==> config.mk <==
export PLATFORM = sky130hd
export DESIGN_NAME = marker_framed_base64_stream_demux_core
export DESIGN_NICKNAME = d
export VERILOG_FILES = /design/src/sv/mfb64_pkg.sv /design/src/sv/mfb64_dp.sv /design/src/sv/mfb64_ctrl.sv /design/src/sv/marker_framed_base64_stream_demux_core.sv
export SDC_FILE = /design/constraint.sdc
export NUM_CORES = 2
export LEC_CHECK = 0
export ABC_CLOCK_PERIOD_IN_PS = 23100
export CORE_MARGIN = 2
export CORE_UTILIZATION = 65
export CTS_CLUSTER_SIZE = 30
export DETAILED_ROUTE_END_ITERATION = 12
export DONT_BUFFER_PORTS = 1
export MAX_ROUTING_LAYER = met4
export PLACE_DENSITY_LB_ADDON = 0.05
export RECOVER_POWER = 100
export SYNTH_ARGS = -nofsm -noshare
export SYNTH_HDL_FRONTEND = slang
export SYNTH_SLANG_ARGS = --single-unit
==> constraint.sdc <==
create_clock -name clk -period 23.1 [get_ports clk]
set_input_delay 5.775 -clock clk [delete_from_list [all_inputs] [get_ports clk]]
set_output_delay 5.775 -clock clk [all_outputs]
set_load 0.05 [all_outputs]
==> src/sv/mfb64_pkg.sv <==
// Shared types, codes and constant tables of the marker-framed base64 demux.
// No dependencies; imported by mfb64_dp, mfb64_ctrl and the top level.
package mfb64_pkg;

  localparam logic [1:0] MODE_NORMAL = 2'd0;
  localparam logic [1:0] MODE_HEADER = 2'd1;
  localparam logic [1:0] MODE_DATA   = 2'd2;

  localparam logic [2:0] KIND_PASS  = 3'd0;
  localparam logic [2:0] KIND_NAME  = 3'd1;
  localparam logic [2:0] KIND_DEC   = 3'd2;
  localparam logic [2:0] KIND_DONE  = 3'd3;
  localparam logic [2:0] KIND_ABORT = 3'd4;
  localparam logic [2:0] KIND_BAD   = 3'd5;

  // result source selects
  localparam logic [2:0] ESEL_MARK  = 3'd0;
  localparam logic [2:0] ESEL_CHAR  = 3'd1;
  localparam logic [2:0] ESEL_NAME  = 3'd2;
  localparam logic [2:0] ESEL_DEC   = 3'd3;
  localparam logic [2:0] ESEL_DONE  = 3'd4;
  localparam logic [2:0] ESEL_ABORT = 3'd5;
  localparam logic [2:0] ESEL_BAD   = 3'd6;

  localparam logic [3:0] BEGIN_LEN = 4'd13;
  localparam logic [3:0] END_LEN   = 4'd14;
  localparam int         NW        = 7;
  localparam logic [NW-1:0] NAME_MAX = 7'd64;

  localparam logic [6:0] SX_PAD = 7'd64;
  localparam logic [6:0] SX_BAD = 7'd65;

  typedef struct packed {
    logic       cap;
    logic       idle_inc;
    logic       idle_zero;
    logic       clear_xfer;
    logic       match_inc;
    logic       match_set1;
    logic       match_zero;
    logic       mode_set;
    logic [1:0] mode_val;
    logic       hdr_start;
    logic       hdr_write;
    logic       name_setup;
    logic       rel_start;
    logic       rel_adv;
    logic       feed;
    logic       feed_src;
    logic       dec_adv;
    logic       name_rd;
    logic       name_adv;
    logic       emit;
    logic [2:0] emit_sel;
    logic       flush;
  } cmd_t;

  typedef struct packed {
    logic       req_tick;
    logic [1:0] mode;
    logic       c_eq_mark;
    logic       c_eq_first;
    logic       match_end;
    logic       rel_more;
    logic       hdr_full;
    logic       hdr_close;
    logic       name_ok;
    logic       f_complete;
    logic       f_bad;
    logic       dec_last;
    logic       name_last;
    logic       timeout_hit;
    logic       can_emit;
    logic       out_free;
    logic       pend_valid;
  } sts_t;

  function automatic logic [7:0] begin_mark(input logic [3:0] i);
    logic [7:0] b;
    case (i)
      4'd0, 4'd1, 4'd2: b = 8'h3C;
      4'd3:  b = 8'h52;
      4'd4, 4'd5: b = 8'h4F;
      4'd6:  b = 8'h4B;
      4'd7:  b = 8'h5F;
      4'd8:  b = 8'h46;
      4'd9:  b = 8'h49;
      4'd10: b = 8'h4C;
      4'd11: b = 8'h45;
      4'd12: b = 8'h3A;
      default: b = 8'h00;
    endcase
    return b;
  endfunction

  function automatic logic [7:0] end_mark(input logic [3:0] i);
    logic [7:0] b;
    case (i)
      4'd0, 4'd1, 4'd2: b = 8'h3C;
      4'd3:  b = 8'h52;
      4'd4, 4'd5: b = 8'h4F;
      4'd6:  b = 8'h4B;
      4'd7:  b = 8'h5F;
      4'd8:  b = 8'h45;
      4'd9:  b = 8'h4F;
      4'd10: b = 8'h46;
      4'd11, 4'd12, 4'd13: b = 8'h3E;
      default: b = 8'h00;
    endcase
    return b;
  endfunction

  // base64 alphabet lookup; SX_PAD for '=', SX_BAD outside the alphabet
  function automatic logic [6:0] sextet(input logic [7:0] c);
    logic [7:0] r;
    if (c >= 8'h41 && c <= 8'h5A) r = c - 8'h41;
    else if (c >= 8'h61 && c <= 8'h7A) r = c - 8'h47;
    else if (c >= 8'h30 && c <= 8'h39) r = c + 8'h04;
    else if (c == 8'h2B) r = 8'd62;
    else if (c == 8'h2F) r = 8'd63;
    else if (c == 8'h3D) r = {1'b0, SX_PAD};
    else r = {1'b0, SX_BAD};
    return r[6:0];
  endfunction

endpackage

==> src/sv/mfb64_dp.sv <==
// Datapath: captured item, marker match, header memory, quartet decoder,
// counters and the pending/output result registers. Uses mfb64_pkg.
module mfb64_dp #(
  parameter int HEADER_DEPTH = 128
) (
  input  logic              clk,
  input  logic              rst,
  input  logic              cfg_wr_en,
  input  logic [31:0]       cfg_wr_data,
  input  logic [15:0]       in_data,
  input  logic              in_tick,
  input  mfb64_pkg::cmd_t   cmd,
  output mfb64_pkg::sts_t   sts,
  input  logic              out_ready,
  output logic              out_valid,
  output logic [2:0]        out_kind,
  output logic [7:0]        out_value,
  output logic [31:0]       out_count,
  output logic              out_last
);
  import mfb64_pkg::*;

  localparam int HW = $clog2(HEADER_DEPTH);
  localparam int CW = (HW > NW) ? HW : NW;

  logic [7:0]    c;
  logic          rdy;
  logic          tick;
  logic [31:0]   timeout;
  logic [1:0]    mode;
  logic [3:0]    match;
  logic [3:0]    rel_idx;
  logic [7:0]    hmem [HEADER_DEPTH];
  logic [HW-1:0] hlen;
  logic [1:0]    gt_run;
  logic [HW-1:0] scan;
  logic          found;
  logic [NW-1:0] name_len;
  logic [NW-1:0] name_i;
  logic [7:0]    rdata;
  logic [5:0]    qs [3];
  logic [1:0]    qfill;
  logic [2:0]    qpad;
  logic          qbad;
  logic [23:0]   dec_word;
  logic [1:0]    dec_cnt;
  logic [1:0]    dec_i;
  logic [31:0]   total;
  logic [31:0]   idle;
  logic          pend_valid;
  logic [2:0]    pend_kind;
  logic [7:0]    pend_value;
  logic [31:0]   pend_count;

  logic [7:0]    mk;
  logic [7:0]    fc;
  logic          f_skip;
  logic [6:0]    sx;
  logic          is_pad;
  logic          is_bad;
  logic [5:0]    sv;
  logic [3:0]    pad_fin;
  logic          bad_fin;
  logic [1:0]    cnt_new;
  logic [HW-1:0] scan_eff;
  logic [HW-1:0] lenm2;
  logic [HW-1:0] name_raw;
  logic [CW-1:0] nr_ext;
  logic [NW-1:0] name_len_new;
  logic [31:0]   idle_new;
  logic [7:0]    dec_byte;
  logic [2:0]    new_kind;
  logic [7:0]    new_value;
  logic [31:0]   new_count;
  logic          out_load;

  always_comb begin
    mk = (mode == MODE_DATA) ? end_mark(match) : begin_mark(match);
    fc = cmd.feed_src ? c : end_mark(rel_idx);
    f_skip = (fc == 8'h0D) || (fc == 8'h0A) || (fc == 8'h20);
    sx = sextet(fc);
    is_pad = (sx == SX_PAD);
    is_bad = (sx == SX_BAD);
    sv = (is_pad || is_bad) ? 6'd0 : sx[5:0];
    pad_fin = {is_pad, qpad};
    bad_fin = qbad || is_bad;
    cnt_new = (pad_fin == 4'd0) ? 2'd3 : ((pad_fin == 4'd8) ? 2'd2 : 2'd1);
    scan_eff = found ? scan : scan + 1'b1;
    lenm2 = hlen - HW'(2);
    name_raw = (scan_eff < lenm2) ? scan_eff : lenm2;
    nr_ext = CW'(name_raw);
    name_len_new = (nr_ext > CW'(NAME_MAX)) ? NAME_MAX : NW'(nr_ext);
    idle_new = (&idle) ? idle : idle + 32'd1;
    case (dec_i)
      2'd0:    dec_byte = dec_word[23:16];
      2'd1:    dec_byte = dec_word[15:8];
      default: dec_byte = dec_word[7:0];
    endcase
  end

  always_comb begin
    sts.req_tick    = tick;
    sts.mode        = mode;
    sts.c_eq_mark   = (c == mk);
    sts.c_eq_first  = (c == ((mode == MODE_DATA) ? end_mark(4'd0) : begin_mark(4'd0)));
    sts.match_end   = ({1'b0, match} + 5'd1) >=
                      {1'b0, (mode == MODE_DATA) ? END_LEN : BEGIN_LEN};
    sts.rel_more    = rel_idx < match;
    sts.hdr_full    = hlen >= HW'(HEADER_DEPTH - 1);
    sts.hdr_close   = (c == 8'h3E) && (gt_run >= 2'd2);
    sts.name_ok     = rdy && (name_raw != '0);
    sts.f_complete  = !f_skip && (qfill == 2'd3);
    sts.f_bad       = bad_fin || !((pad_fin == 4'd0) || (pad_fin == 4'd8) ||
                                   (pad_fin == 4'd12));
    sts.dec_last    = (dec_i + 2'd1) == dec_cnt;
    sts.name_last   = (name_i + 1'b1) == name_len;
    sts.timeout_hit = idle_new > timeout;
    sts.out_free    = !out_valid || out_ready;
    sts.can_emit    = !pend_valid || !out_valid || out_ready;
    sts.pend_valid  = pend_valid;
  end

  always_comb begin
    new_kind  = KIND_PASS;
    new_value = 8'h00;
    new_count = 32'd0;
    case (cmd.emit_sel)
      ESEL_MARK:  new_value = begin_mark(rel_idx);
      ESEL_CHAR:  new_value = c;
      ESEL_NAME: begin
        new_kind  = KIND_NAME;
        new_value = rdata;
      end
      ESEL_DEC: begin
        new_kind  = KIND_DEC;
        new_value = dec_byte;
      end
      ESEL_DONE: begin
        new_kind  = KIND_DONE;
        new_count = total;
      end
      ESEL_ABORT: new_kind = KIND_ABORT;
      ESEL_BAD:   new_kind = KIND_BAD;
      default:    new_kind = KIND_PASS;
    endcase
  end

  // captured item and config register
  always_ff @(posedge clk) begin
    if (cmd.cap) begin
      c    <= in_data[7:0];
      rdy  <= in_data[8];
      tick <= in_tick;
    end
    if (rst) begin
      timeout <= 32'd30000;
    end else if (cfg_wr_en) begin
      timeout <= cfg_wr_data;
    end
  end

  // mode, match and transfer counters
  always_ff @(posedge clk) begin
    if (rst) begin
      mode   <= MODE_NORMAL;
      match  <= 4'd0;
      qfill  <= 2'd0;
      qpad   <= 3'd0;
      qbad   <= 1'b0;
      total  <= 32'd0;
      idle   <= 32'd0;
      hlen   <= '0;
    end else begin
      if (cmd.clear_xfer) begin
        mode  <= MODE_NORMAL;
        match <= 4'd0;
        qfill <= 2'd0;
        qpad  <= 3'd0;
        qbad  <= 1'b0;
        total <= 32'd0;
        idle  <= 32'd0;
      end else begin
        if (cmd.match_set1) match <= 4'd1;
        else if (cmd.match_zero) match <= 4'd0;
        else if (cmd.match_inc) match <= match + 4'd1;
        if (cmd.idle_inc) idle <= idle_new;
        else if (cmd.idle_zero) idle <= 32'd0;
        if (cmd.feed && !f_skip) begin
          if (qfill != 2'd3) begin
            qpad[qfill] <= is_pad;
            qbad        <= bad_fin;
            qfill       <= qfill + 2'd1;
          end else begin
            qfill <= 2'd0;
            qpad  <= 3'd0;
            qbad  <= 1'b0;
            if (!sts.f_bad) total <= total + 32'(cnt_new);
          end
        end
      end
      if (cmd.mode_set) mode <= cmd.mode_val;
      if (cmd.hdr_start) hlen <= '0;
      else if (cmd.hdr_write) hlen <= hlen + 1'b1;
    end
  end

  // header tracking, sextet store, decode and name walk
  always_ff @(posedge clk) begin
    if (cmd.rel_start) rel_idx <= 4'd0;
    else if (cmd.rel_adv) rel_idx <= rel_idx + 4'd1;
    if (cmd.hdr_start) begin
      gt_run <= 2'd0;
      scan   <= '0;
      found  <= 1'b0;
    end else if (cmd.hdr_write) begin
      hmem[hlen] <= c;
      gt_run <= (c == 8'h3E) ? ((gt_run == 2'd3) ? 2'd3 : gt_run + 2'd1) : 2'd0;
      if (!found) begin
        if ((c == 8'h3B) || (c == 8'h00)) found <= 1'b1;
        else scan <= scan + 1'b1;
      end
    end
    if (cmd.feed && !f_skip) begin
      if (qfill != 2'd3) begin
        qs[qfill] <= sv;
      end else begin
        dec_word <= {qs[0], qs[1], qs[2], sv};
        dec_cnt  <= cnt_new;
        dec_i    <= 2'd0;
      end
    end else if (cmd.dec_adv) begin
      dec_i <= dec_i + 2'd1;
    end
    if (cmd.name_setup) begin
      name_len <= name_len_new;
      name_i   <= '0;
    end else if (cmd.name_adv) begin
      name_i <= name_i + 1'b1;
    end
    if (cmd.name_rd) rdata <= hmem[HW'(name_i)];
  end

  // hold the newest result back until the next one or the end of the item marks it
  assign out_load = (cmd.emit && pend_valid) || cmd.flush;

  always_ff @(posedge clk) begin
    if (rst) begin
      pend_valid <= 1'b0;
      out_valid  <= 1'b0;
    end else begin
      if (cmd.emit) pend_valid <= 1'b1;
      else if (cmd.flush) pend_valid <= 1'b0;
      if (out_load) out_valid <= 1'b1;
      else if (out_ready) out_valid <= 1'b0;
    end
  end

  always_ff @(posedge clk) begin
    if (out_load) begin
      out_kind  <= pend_kind;
      out_value <= pend_value;
      out_count <= pend_count;
      out_last  <= cmd.flush;
    end
    if (cmd.emit) begin
      pend_kind  <= new_kind;
      pend_value <= new_value;
      pend_count <= new_count;
    end
  end

endmodule

==> src/sv/mfb64_ctrl.sv <==
// Controller state machine: sequences one item at a time through the
// datapath by command and status structs. Uses mfb64_pkg.
module mfb64_ctrl (
  input  logic            clk,
  input  logic            rst,
  input  logic            in_valid,
  output logic            in_ready,
  input  mfb64_pkg::sts_t sts,
  output mfb64_pkg::cmd_t cmd
);
  import mfb64_pkg::*;

  localparam logic [3:0] S_IDLE  = 4'd0;
  localparam logic [3:0] S_DISP  = 4'd1;
  localparam logic [3:0] S_RELN  = 4'd2;
  localparam logic [3:0] S_RELD  = 4'd3;
  localparam logic [3:0] S_FEEDC = 4'd4;
  localparam logic [3:0] S_DEC   = 4'd5;
  localparam logic [3:0] S_NRD   = 4'd6;
  localparam logic [3:0] S_NOUT  = 4'd7;
  localparam logic [3:0] S_FLUSH = 4'd8;

  logic [3:0] state;
  logic [3:0] state_next;
  logic       ret_rel;
  logic       ret_rel_next;

  assign in_ready = (state == S_IDLE);

  always_comb begin
    cmd = '0;
    cmd.feed_src = (state == S_FEEDC);
    state_next = state;
    ret_rel_next = ret_rel;
    case (state)
      S_IDLE: begin
        if (in_valid) begin
          cmd.cap = 1'b1;
          state_next = S_DISP;
        end
      end
      S_DISP: begin
        if (sts.req_tick) begin
          if (sts.mode == MODE_DATA) begin
            if (!sts.timeout_hit) begin
              cmd.idle_inc = 1'b1;
              state_next = S_FLUSH;
            end else if (sts.can_emit) begin
              cmd.emit = 1'b1;
              cmd.emit_sel = ESEL_ABORT;
              cmd.clear_xfer = 1'b1;
              state_next = S_FLUSH;
            end
          end else begin
            state_next = S_FLUSH;
          end
        end else if (sts.mode == MODE_HEADER) begin
          state_next = S_FLUSH;
          if (sts.hdr_full) begin
            // overlong header: drop silently
            cmd.mode_set = 1'b1;
            cmd.mode_val = MODE_NORMAL;
            cmd.match_zero = 1'b1;
          end else begin
            cmd.hdr_write = 1'b1;
            if (sts.hdr_close) begin
              cmd.match_zero = 1'b1;
              cmd.mode_set = 1'b1;
              if (sts.name_ok) begin
                cmd.name_setup = 1'b1;
                cmd.clear_xfer = 1'b1;
                cmd.mode_val = MODE_DATA;
                state_next = S_NRD;
              end else begin
                cmd.mode_val = MODE_NORMAL;
              end
            end
          end
        end else if (sts.mode == MODE_DATA) begin
          cmd.idle_zero = 1'b1;
          if (!sts.c_eq_mark) begin
            cmd.rel_start = 1'b1;
            state_next = S_RELD;
          end else if (!sts.match_end) begin
            cmd.match_inc = 1'b1;
            state_next = S_FLUSH;
          end else if (sts.can_emit) begin
            cmd.emit = 1'b1;
            cmd.emit_sel = ESEL_DONE;
            cmd.clear_xfer = 1'b1;
            state_next = S_FLUSH;
          end
        end else begin
          if (!sts.c_eq_mark) begin
            cmd.rel_start = 1'b1;
            state_next = S_RELN;
          end else if (sts.match_end) begin
            cmd.hdr_start = 1'b1;
            cmd.mode_set = 1'b1;
            cmd.mode_val = MODE_HEADER;
            cmd.match_zero = 1'b1;
            state_next = S_FLUSH;
          end else begin
            cmd.match_inc = 1'b1;
            state_next = S_FLUSH;
          end
        end
      end
      S_RELN: begin
        if (sts.rel_more) begin
          if (sts.can_emit) begin
            cmd.emit = 1'b1;
            cmd.emit_sel = ESEL_MARK;
            cmd.rel_adv = 1'b1;
          end
        end else if (sts.c_eq_first) begin
          cmd.match_set1 = 1'b1;
          state_next = S_FLUSH;
        end else if (sts.can_emit) begin
          cmd.emit = 1'b1;
          cmd.emit_sel = ESEL_CHAR;
          cmd.match_zero = 1'b1;
          state_next = S_FLUSH;
        end
      end
      S_RELD, S_FEEDC: begin
        if (state == S_RELD && !sts.rel_more) begin
          if (sts.c_eq_first) begin
            cmd.match_set1 = 1'b1;
            state_next = S_FLUSH;
          end else begin
            cmd.match_zero = 1'b1;
            state_next = S_FEEDC;
          end
        end else if (!(sts.f_complete && sts.f_bad && !sts.can_emit)) begin
          cmd.feed = 1'b1;
          cmd.rel_adv = (state == S_RELD);
          if (sts.f_complete && sts.f_bad) begin
            cmd.emit = 1'b1;
            cmd.emit_sel = ESEL_BAD;
          end
          if (sts.f_complete && !sts.f_bad) begin
            ret_rel_next = (state == S_RELD);
            state_next = S_DEC;
          end else if (state == S_FEEDC) begin
            state_next = S_FLUSH;
          end
        end
      end
      S_DEC: begin
        if (sts.can_emit) begin
          cmd.emit = 1'b1;
          cmd.emit_sel = ESEL_DEC;
          cmd.dec_adv = 1'b1;
          if (sts.dec_last) state_next = ret_rel ? S_RELD : S_FLUSH;
        end
      end
      S_NRD: begin
        cmd.name_rd = 1'b1;
        state_next = S_NOUT;
      end
      S_NOUT: begin
        if (sts.can_emit) begin
          cmd.emit = 1'b1;
          cmd.emit_sel = ESEL_NAME;
          cmd.name_adv = 1'b1;
          state_next = sts.name_last ? S_FLUSH : S_NRD;
        end
      end
      S_FLUSH: begin
        // mark the held result as the item's last transfer
        if (!sts.pend_valid) begin
          state_next = S_IDLE;
        end else if (sts.out_free) begin
          cmd.flush = 1'b1;
          state_next = S_IDLE;
        end
      end
      default: state_next = S_IDLE;
    endcase
  end

  always_ff @(posedge clk) begin
    if (rst) begin
      state   <= S_IDLE;
      ret_rel <= 1'b0;
    end else begin
      state   <= state_next;
      ret_rel <= ret_rel_next;
    end
  end

  a_emit_room: assert property (@(posedge clk) disable iff (rst)
    cmd.emit |-> sts.can_emit)
    else $error("result pushed with no room");

  a_flush_room: assert property (@(posedge clk) disable iff (rst)
    cmd.flush |-> (sts.out_free && sts.pend_valid))
    else $error("flush without held result or room");

  a_idle_clean: assert property (@(posedge clk) disable iff (rst)
    (state == S_IDLE) |-> !sts.pend_valid)
    else $error("held result left over at item boundary");

  a_data_entry: assert property (@(posedge clk) disable iff (rst)
    (cmd.mode_set && cmd.mode_val == MODE_DATA) |-> cmd.clear_xfer)
    else $error("data mode entered without clearing transfer state");

  a_emit_excl: assert property (@(posedge clk) disable iff (rst)
    cmd.emit |=> (state != S_IDLE) || $past(state == S_FLUSH) || !sts.pend_valid)
    else $error("result held across item boundary");

endmodule

==> src/sv/marker_framed_base64_stream_demux_core.sv <==
// Top level of the marker-framed base64 stream demux: controller plus datapath.
// Depends on mfb64_pkg, mfb64_ctrl and mfb64_dp.
//
// channel  dir  handshake                  payload
// cfg      in   cfg_wr_en                  cfg_wr_data = idle_timeout_ticks
// s_axis   in   s_axis_tvalid/tready       tdata: data_byte, storage_ready; tuser: req_type
// m_axis   out  m_axis_tvalid/tready       tdata: value, byte_count; tuser: kind; tlast: last
//
// One item at a time: each item is captured in S_IDLE, dispatched in S_DISP and closed
// in S_FLUSH; a passed-through byte also goes through S_RELN and a data character through
// S_RELD and S_FEEDC, plus a step per held marker byte released and per decoded byte.
// A closing header adds an S_NRD and an S_NOUT step per filename byte (one header memory read each).
// rst is synchronous; it clears all control state and loads the timeout with 30000.
// Output back-pressure stalls the controller once one result is held and one is shown.
module marker_framed_base64_stream_demux_core #(
  parameter int HEADER_DEPTH = 128
) (
  input  logic        clk,
  input  logic        rst,
  input  logic        cfg_wr_en,
  input  logic [31:0] cfg_wr_data,
  input  logic        s_axis_tvalid,
  output logic        s_axis_tready,
  input  logic [15:0] s_axis_tdata,   // [7:0] data_byte, [8] storage_ready, rest zero
  input  logic        s_axis_tuser,   // [0] req_type
  output logic        m_axis_tvalid,
  input  logic        m_axis_tready,
  output logic [39:0] m_axis_tdata,   // [7:0] value, [39:8] byte_count
  output logic [2:0]  m_axis_tuser,   // [2:0] kind
  output logic        m_axis_tlast
);
  import mfb64_pkg::*;

  cmd_t        cmd;
  sts_t        sts;
  logic [7:0]  out_value;
  logic [31:0] out_count;

  mfb64_ctrl u_ctrl (
    .clk      (clk),
    .rst      (rst),
    .in_valid (s_axis_tvalid),
    .in_ready (s_axis_tready),
    .sts      (sts),
    .cmd      (cmd)
  );

  mfb64_dp #(
    .HEADER_DEPTH (HEADER_DEPTH)
  ) u_dp (
    .clk         (clk),
    .rst         (rst),
    .cfg_wr_en   (cfg_wr_en),
    .cfg_wr_data (cfg_wr_data),
    .in_data     (s_axis_tdata),
    .in_tick     (s_axis_tuser),
    .cmd         (cmd),
    .sts         (sts),
    .out_ready   (m_axis_tready),
    .out_valid   (m_axis_tvalid),
    .out_kind    (m_axis_tuser),
    .out_value   (out_value),
    .out_count   (out_count),
    .out_last    (m_axis_tlast)
  );

  assign m_axis_tdata = {out_count, out_value};

endmodule
Word level (Yosys, flattened, before mapping)
Memories as Yosys holds them, arrays and structs flattened. A register that Yosys moved wholly into a read port is not among the register bits.
Cells that the tools add are included.
{"block": "totals", "mem_bits_ro": 448, "input_bits": 54, "reg_bits": 275, "memories": 6, "ram_bits": 1042, "out_inout_bits": 46}
{"block": "op_classes", "reduce_logical": 55, "bitwise_logic": 6, "magnitude_cmp": 15, "n_mux": 155, "n_eq_ne": 45, "n_addsub": 15}
{"memory": "u_dp.hmem", "depth": 128, "width": 8, "read_ports": 1, "rd_clocked_by_memory_dff": 1, "wr": 1, "line": "mfb64_dp.sv:33", "source": "logic [7:0] hmem [HEADER_DEPTH];"}
{"memory": "(no name shown)", "depth": 16, "width": 7, "read_ports": 1, "rd_clocked_by_memory_dff": 1, "wr": 0, "line": "mfb64_pkg.sv:80", "source": "case (i)"}
{"memory": "(no name shown)", "depth": 16, "width": 7, "read_ports": 1, "rd_clocked_by_memory_dff": 0, "wr": 0, "line": "mfb64_pkg.sv:98", "source": "case (i)"}
{"memory": "(no name shown)", "depth": 16, "width": 7, "read_ports": 1, "rd_clocked_by_memory_dff": 0, "wr": 0, "line": "mfb64_pkg.sv:80"}
{"memory": "(no name shown)", "depth": 16, "width": 7, "read_ports": 1, "rd_clocked_by_memory_dff": 1, "wr": 0, "line": "mfb64_pkg.sv:98"}
{"memory": "u_dp.qs", "depth": 3, "width": 6, "read_ports": 3, "rd_clocked_by_memory_dff": 3, "wr": 1, "line": "mfb64_dp.sv:41", "source": "logic [5:0] qs [3];"}
{"operator": "4-bit two-way mux", "n": 52}
{"operator": "32-bit two-way mux", "n": 3}
{"operator": "8-bit by 6-bit == test with 1-bit output, second input constant", "n": 7}
{"operator": "7-bit two-way mux", "n": 8}
{"operator": "1-bit two-way mux", "n": 53}
{"operator": "2-bit two-way mux", "n": 20}
{"operator": "32-bit by 1-bit adder with 32-bit output, second input constant", "n": 1}
{"operator": "32-bit by 2-bit adder with 32-bit output", "n": 1}
{"operator": "32-bit > comparator", "n": 1}
{"operator": "4-bit one-hot mux with 8 select lines", "n": 1}
{"operator": "8-bit one-hot mux with 4 select lines", "n": 1}
{"operator": "32-bit AND reduction", "n": 1}
{"operator": "8-bit two-way mux", "n": 3}
{"operator": "7-bit by 1-bit adder with 7-bit output, second input constant", "n": 3}
{"operator": "5-bit two-way mux", "n": 4}
{"operator": "4-bit one-hot mux with 5 select lines", "n": 1}
{"operator": "4-bit by 3-bit == test with 1-bit output, second input constant", "n": 4}
{"operator": "8-bit by 4-bit == test with 1-bit output, second input constant", "n": 2}
{"operator": "8-bit by 7-bit greater-or-equal comparator with 1-bit output, second input constant", "n": 2}
{"operator": "8-bit by 7-bit less-or-equal comparator with 1-bit output, second input constant", "n": 2}
{"operator": "8-bit one-hot mux with 2 select lines", "n": 1}
{"operator": "3-bit one-hot mux with 5 select lines", "n": 1}
{"operator": "7-bit == test, second input constant", "n": 2}
{"operator": "7-bit subtractor, second input constant", "n": 2}
{"operator": "54 further kinds", "n": 115}

Logic depth before layout (Yosys ltp)
{"block": "depth", "word_depth": 23, "depth_mapped": 21}

Cells and area by module
A second synthesis with hierarchy kept.
{"block": "unflattened", "cells_unflattened": 3307, "hier_area_um2": 56127.6}
{"module": "mfb64_dp", "cells_each": 3163, "area_each_um2": 55135.4, "seq_area_each_um2": 38537.0, "instances": 1}
{"module": "mfb64_ctrl", "cells_each": 144, "area_each_um2": 992.2, "seq_area_each_um2": 100.1, "instances": 1}

Worst setup path after synthesis
OpenSTA, ideal clock, no wires.
{"block": "synth_path", "path_kind": "input port to flip-flop", "from": "in m_axis_tready", "to": "reg u_dp.out_count[0], enable pin", "path_stages": 7, "n_path_buf": 2, "arrival_time_ps": 10076, "setup_slack_ps": 12511, "t_required_ps": 22587, "cell_sequence": "nor2b_1 > and2_1 > clkbuf_1 > nor4_1 > clkbuf_1 > nor4_1 > a21boi_0"}
{"block": "synth_via", "elab_chain_cells": 10, "elab_cells_between_ends": 27, "cone_classes": "mux: 21; reduce/logical: 6"}
{"item": "start, declared", "line": "marker_framed_base64_stream_demux_core.sv:27", "source": "input logic m_axis_tready,"}
{"item": "1-bit logical OR", "line": "mfb64_dp.sv:119", "source": "sts.can_emit = !pend_valid || !out_valid || out_ready;"}
{"item": "4-bit two-way mux", "line": "mfb64_ctrl.sv:87", "source": "end else if (sts.can_emit) begin"}
{"item": "4-bit two-way mux", "line": "mfb64_ctrl.sv:84", "source": "end else if (!sts.match_end) begin"}
{"item": "4-bit two-way mux", "line": "mfb64_ctrl.sv:81", "source": "if (!sts.c_eq_mark) begin"}
{"item": "4-bit two-way mux", "line": "mfb64_ctrl.sv:79", "source": "end else if (sts.mode == MODE_DATA) begin"}
{"item": "4-bit two-way mux", "line": "mfb64_ctrl.sv:57", "source": "end else if (sts.mode == MODE_HEADER) begin"}
{"item": "4-bit two-way mux", "line": "mfb64_ctrl.sv:43", "source": "if (sts.req_tick) begin"}
{"item": "4-bit one-hot mux with 5 select lines", "line": "mfb64_ctrl.sv:35", "source": "case (state)"}
{"item": "1-bit logical AND", "line": "mfb64_dp.sv:244", "source": "assign out_load = (cmd.emit && pend_valid) || cmd.flush;"}
{"item": "1-bit logical OR *", "line": "mfb64_dp.sv:244"}
{"item": "net u_dp.out_load", "line": "mfb64_dp.sv:75", "source": "logic out_load;"}
{"item": "end signal, assigned", "line": "mfb64_dp.sv:262", "source": "out_count <= pend_count;"}
{"item": "end, declared", "line": "mfb64_dp.sv:18", "source": "output logic [31:0] out_count,"}
Mark *: on every way through the listed nets, which the timed path passes. The rest lies on a longest branch.
A chain may end at the register's enable or synchronous reset.

==> run_results.csv <==
group,metric,value,unit
status,status,"finished with violations",
status,violations,"max-capacitance violations, max-slew violations",
routing,drc_errors,0,
final_layout,mostFrequentLayoutCell,"edfxtp_1",
critical_path,critPathKind,"reg -> reg",
floorplan,core,0.0851,mm²
yosys,synth-async-reset-ratio,0,%
yosys,ys_seq_area_share,69.3,%
floorplan,dieArea,0.0882,mm²
critical_path,cp_common_cell,"mux4_2",
grt,antenna_found_initial,2,
floorplan,io_pins,100,
sta,setup_viol,0,
routing,first_iter_violations,3523,
final_layout,final_layout_size_suffix_gt1_share,17.1,%
yosys,ys.flop_type,"edfxtp_1",
yosys,syn_avg_cell_area,17.0,µm²
yosys,synth.area.top_cells,"edfxtp_1 (64%), mux4_2 (14%), dfxtp_1 (5.6%), nor2_1 (2.0%), ha_1 (1.8%)",
placed_design,place.detailed.hpwl,74600,µm
final_layout,nets,3441,
grt,grt_pass1_vias,29975,
sta,min_period,11170,ps
critical_path,end_kind,"flop",
grt,grt_max_degree,163,
routing,postRouteAntennaNets,0,
min_path,hold_class,"reg -> reg",
grt,grt_util_all_layers,29.9,%
sta,hold_viol_final,0,
clock_network,cts_buffer_depth,3,
critical_path,startpoint,"u_dp.name_i[0]",
pwr,power_leakage,0.0197,µW
floorplan,start_util,65.5,%
sta,slew_viol_final,1426,
clock_network,root_buffer,"clkbuf_16",
clock_network,cts_sinks,1339,
clock_network,cts.repair.resized,0,
final_layout,layout_common_cells,"edfxtp_1 (1182), mux4_2 (337), nor2_1 (293)",
routing,wl_per_cell,27.7,µm
yosys,synth.distinct_cells,94,
pwr,power.density,95.1,mW/mm²
sta,fin_tns_setup,0,ps
final_layout,syn_to_final_growth,9.66,%
sta,period_share,48.3,%
yosys,ys_ff_latch,1339,
floorplan,die_y,297,µm
yosys,yosys.area.top_type,"edfxtp_1",
floorplan,placementRows,107,
sta,slew_headroom,-228,%
clock_network,htreeDepth,4,
clock_network,cts_tree,"done",
clock_network,clk_pin_slew,60,ps
pwr,pwr-share-comb,13.0,%
critical_path,crit_arrival,11630,ps
yosys,postSynthCellCount,3290,
critical_path,crit_slowest_cell,"clkbuf_1",
yosys,yosysTopAreaCellShare,63.6,%
sta,fmax,0.0896,GHz
critical_path,max_stage_delay,3160,ps
routing,routed_wl,126000,µm
critical_path,worstPathCellList,"clkbuf_1, clkbuf_1, mux4_2, mux4_2, mux4_2, mux2_1",
pwr,total_power,5820,µW
pwr,power.internal,4400,µW
min_path,min_from,"u_dp.pend_count[24]",
routing,drt-vias-per-instance,6.60,
sta,tightest_slew,4920,ps
critical_path,crit_path_max_fanout,52,
yosys,netlist_area,0.0558,mm²
pwr,switching_share,24.3,%
clock_network,insertion_delay,760,ps
routing,vias,30058,
pwr,switchingPower,1410,µW
pwr,max-vdd-ir-drop,0.0798,mV
critical_path,crit_path_start_kind,"flop",
critical_path,r2r-start,"u_dp.name_i[0]",
placed_design,gp_congestion,0.890,
pwr,p_seq_share,49.7,%
routing,firstDrtPassIters,9,
run,max-cap-violations,24,
yosys,ys_warn_count,0,
placed_design,io_buffers,0,
grt,overflow,0,
clock_network,post_cts_buffers,0,
yosys,synth_edf_count,1182,
pwr,pwr-share-clk,37.3,%
sta,finClkSkew,24.6,ps
floorplan,die_w,297,µm
critical_path,critPathRequiredTime,23560,ps
clock_network,cts-buffers-inserted,134,
sta,rsz0062_at_grt,"false",
clock_network,hold_buffers,0,
grt,grt_first_pass_wirelength,190000,µm
-- routing by layer --
metal,vias up,share of wire [%],global-route usage [%]
li1,12967,-,-
met1,15458,39,40.9
met2,1411,50,47.0
met3,222,7.7,5.16
met4,0,2.7,9.08
met5,-,0,-
-- through the flow --
stage	instance area [µm²]	std cells	worst slack, ps	util (%)	hold WS [ps]
floorplan	55800	3297	12510	-	400
finish	61200	4552	11930	71.8	415
global route	61200	4552	10450	71.8	420
CTS	61300	4551	15290	72.0	413
detailed placement	57000	4314	14520	66.9	405
global placement	57000	4314	14550	66.9	400
-- critical path: cells and delay by family, from the launching register on --
family	cells	cell delay [ps]
flops	1	2240
mux	4	2300
buf+inv	2	6220
-- sequential cells by signal, indices dropped and copies added, names as in the netlist, 3 cells and up, named ones only --
signal and cells:
u_dp.out_kind 3, u_dp.match 4, u_dp.pend_kind 3, u_dp.out_count 32
u_dp.hlen 7, u_ctrl.state 4, u_dp.name_len 7, u_dp.hmem 1024
u_dp.qpad 3, u_dp.pend_count 32, u_dp.c 8, u_dp.dec_word 24
u_dp.name_i 7, u_dp.rel_idx 4, u_dp.rdata 8, u_dp.qs 18
u_dp.timeout 32, u_dp.scan 7, u_dp.total 32, u_dp.out_value 8
u_dp.idle 32, u_dp.pend_value 8
-- kinds of logic after synthesis --
kind of cell / share of synthesized area (%)
DFF: 69.3
buffers and inverters: 1.79
muxes: 14.7
AOI/OAI and AO/OA: 3.48
other: 0.00672
xor gates and xnor gates: 1.83
and+or+nand+nor: 7.03
adders and majority gates: 1.85
-- synth_stat cells (7+ instances only) --
master       n
a21o_1      12
mux4_2     337
or2_2        7
dfxtp_1    157
nand2b_1    20
a21oi_1     98
ha_1        80
o21ai_0     61
a211oi_1    10
mux2_2       9
mux2i_1     49
a31oi_1      9
edfxtp_1  1182
nand3_1     89
nor2b_1     16
xnor2_1     54
a221oi_1    10
nor3_1      41
nand2_1    149
nor4_1      19
o211ai_1    14
and2_1      50
and4_1       9
or3_1       19
o22ai_1      8
or4_1        8
nor2_1     293
nand4_1     30
and3_1      23
a22oi_1     11
inv_1       87
xor2_1      59
clkbuf_1   113
buf_1       46
-- worst paths after layout --
kind | end | slack, ps | cells after the start
max | u_dp.rdata[0] | 11930 | 6
min | u_dp.out_count[24] | 410 | 0
max reg2reg | u_dp.rdata[0] | 11930 | 6
min reg2reg | u_dp.out_count[24] | 410 | 0
-- layout make-up --
cell class	count	area (µm²)
fill	5204	24000
inverter	89	334
tap	1144	1430
clock inverter	69	815
timing repair buffer	41	215
multi-input combinational	1701	16200
clock buffer	168	3550
sequential	1339	38600
antenna	1	2.50
-- power by group through the flow --
stage                     sequential (µW)  clock, µW  combinational, µW
after CTS                            2860       2200                763
after floorplan                      2960          0                460
after detailed placement             2910          0                758
after global routing                 2900       2290                807
after global placement               2910          0                736
final                                2890       2170                759
(Power assumes the default switching activity.)
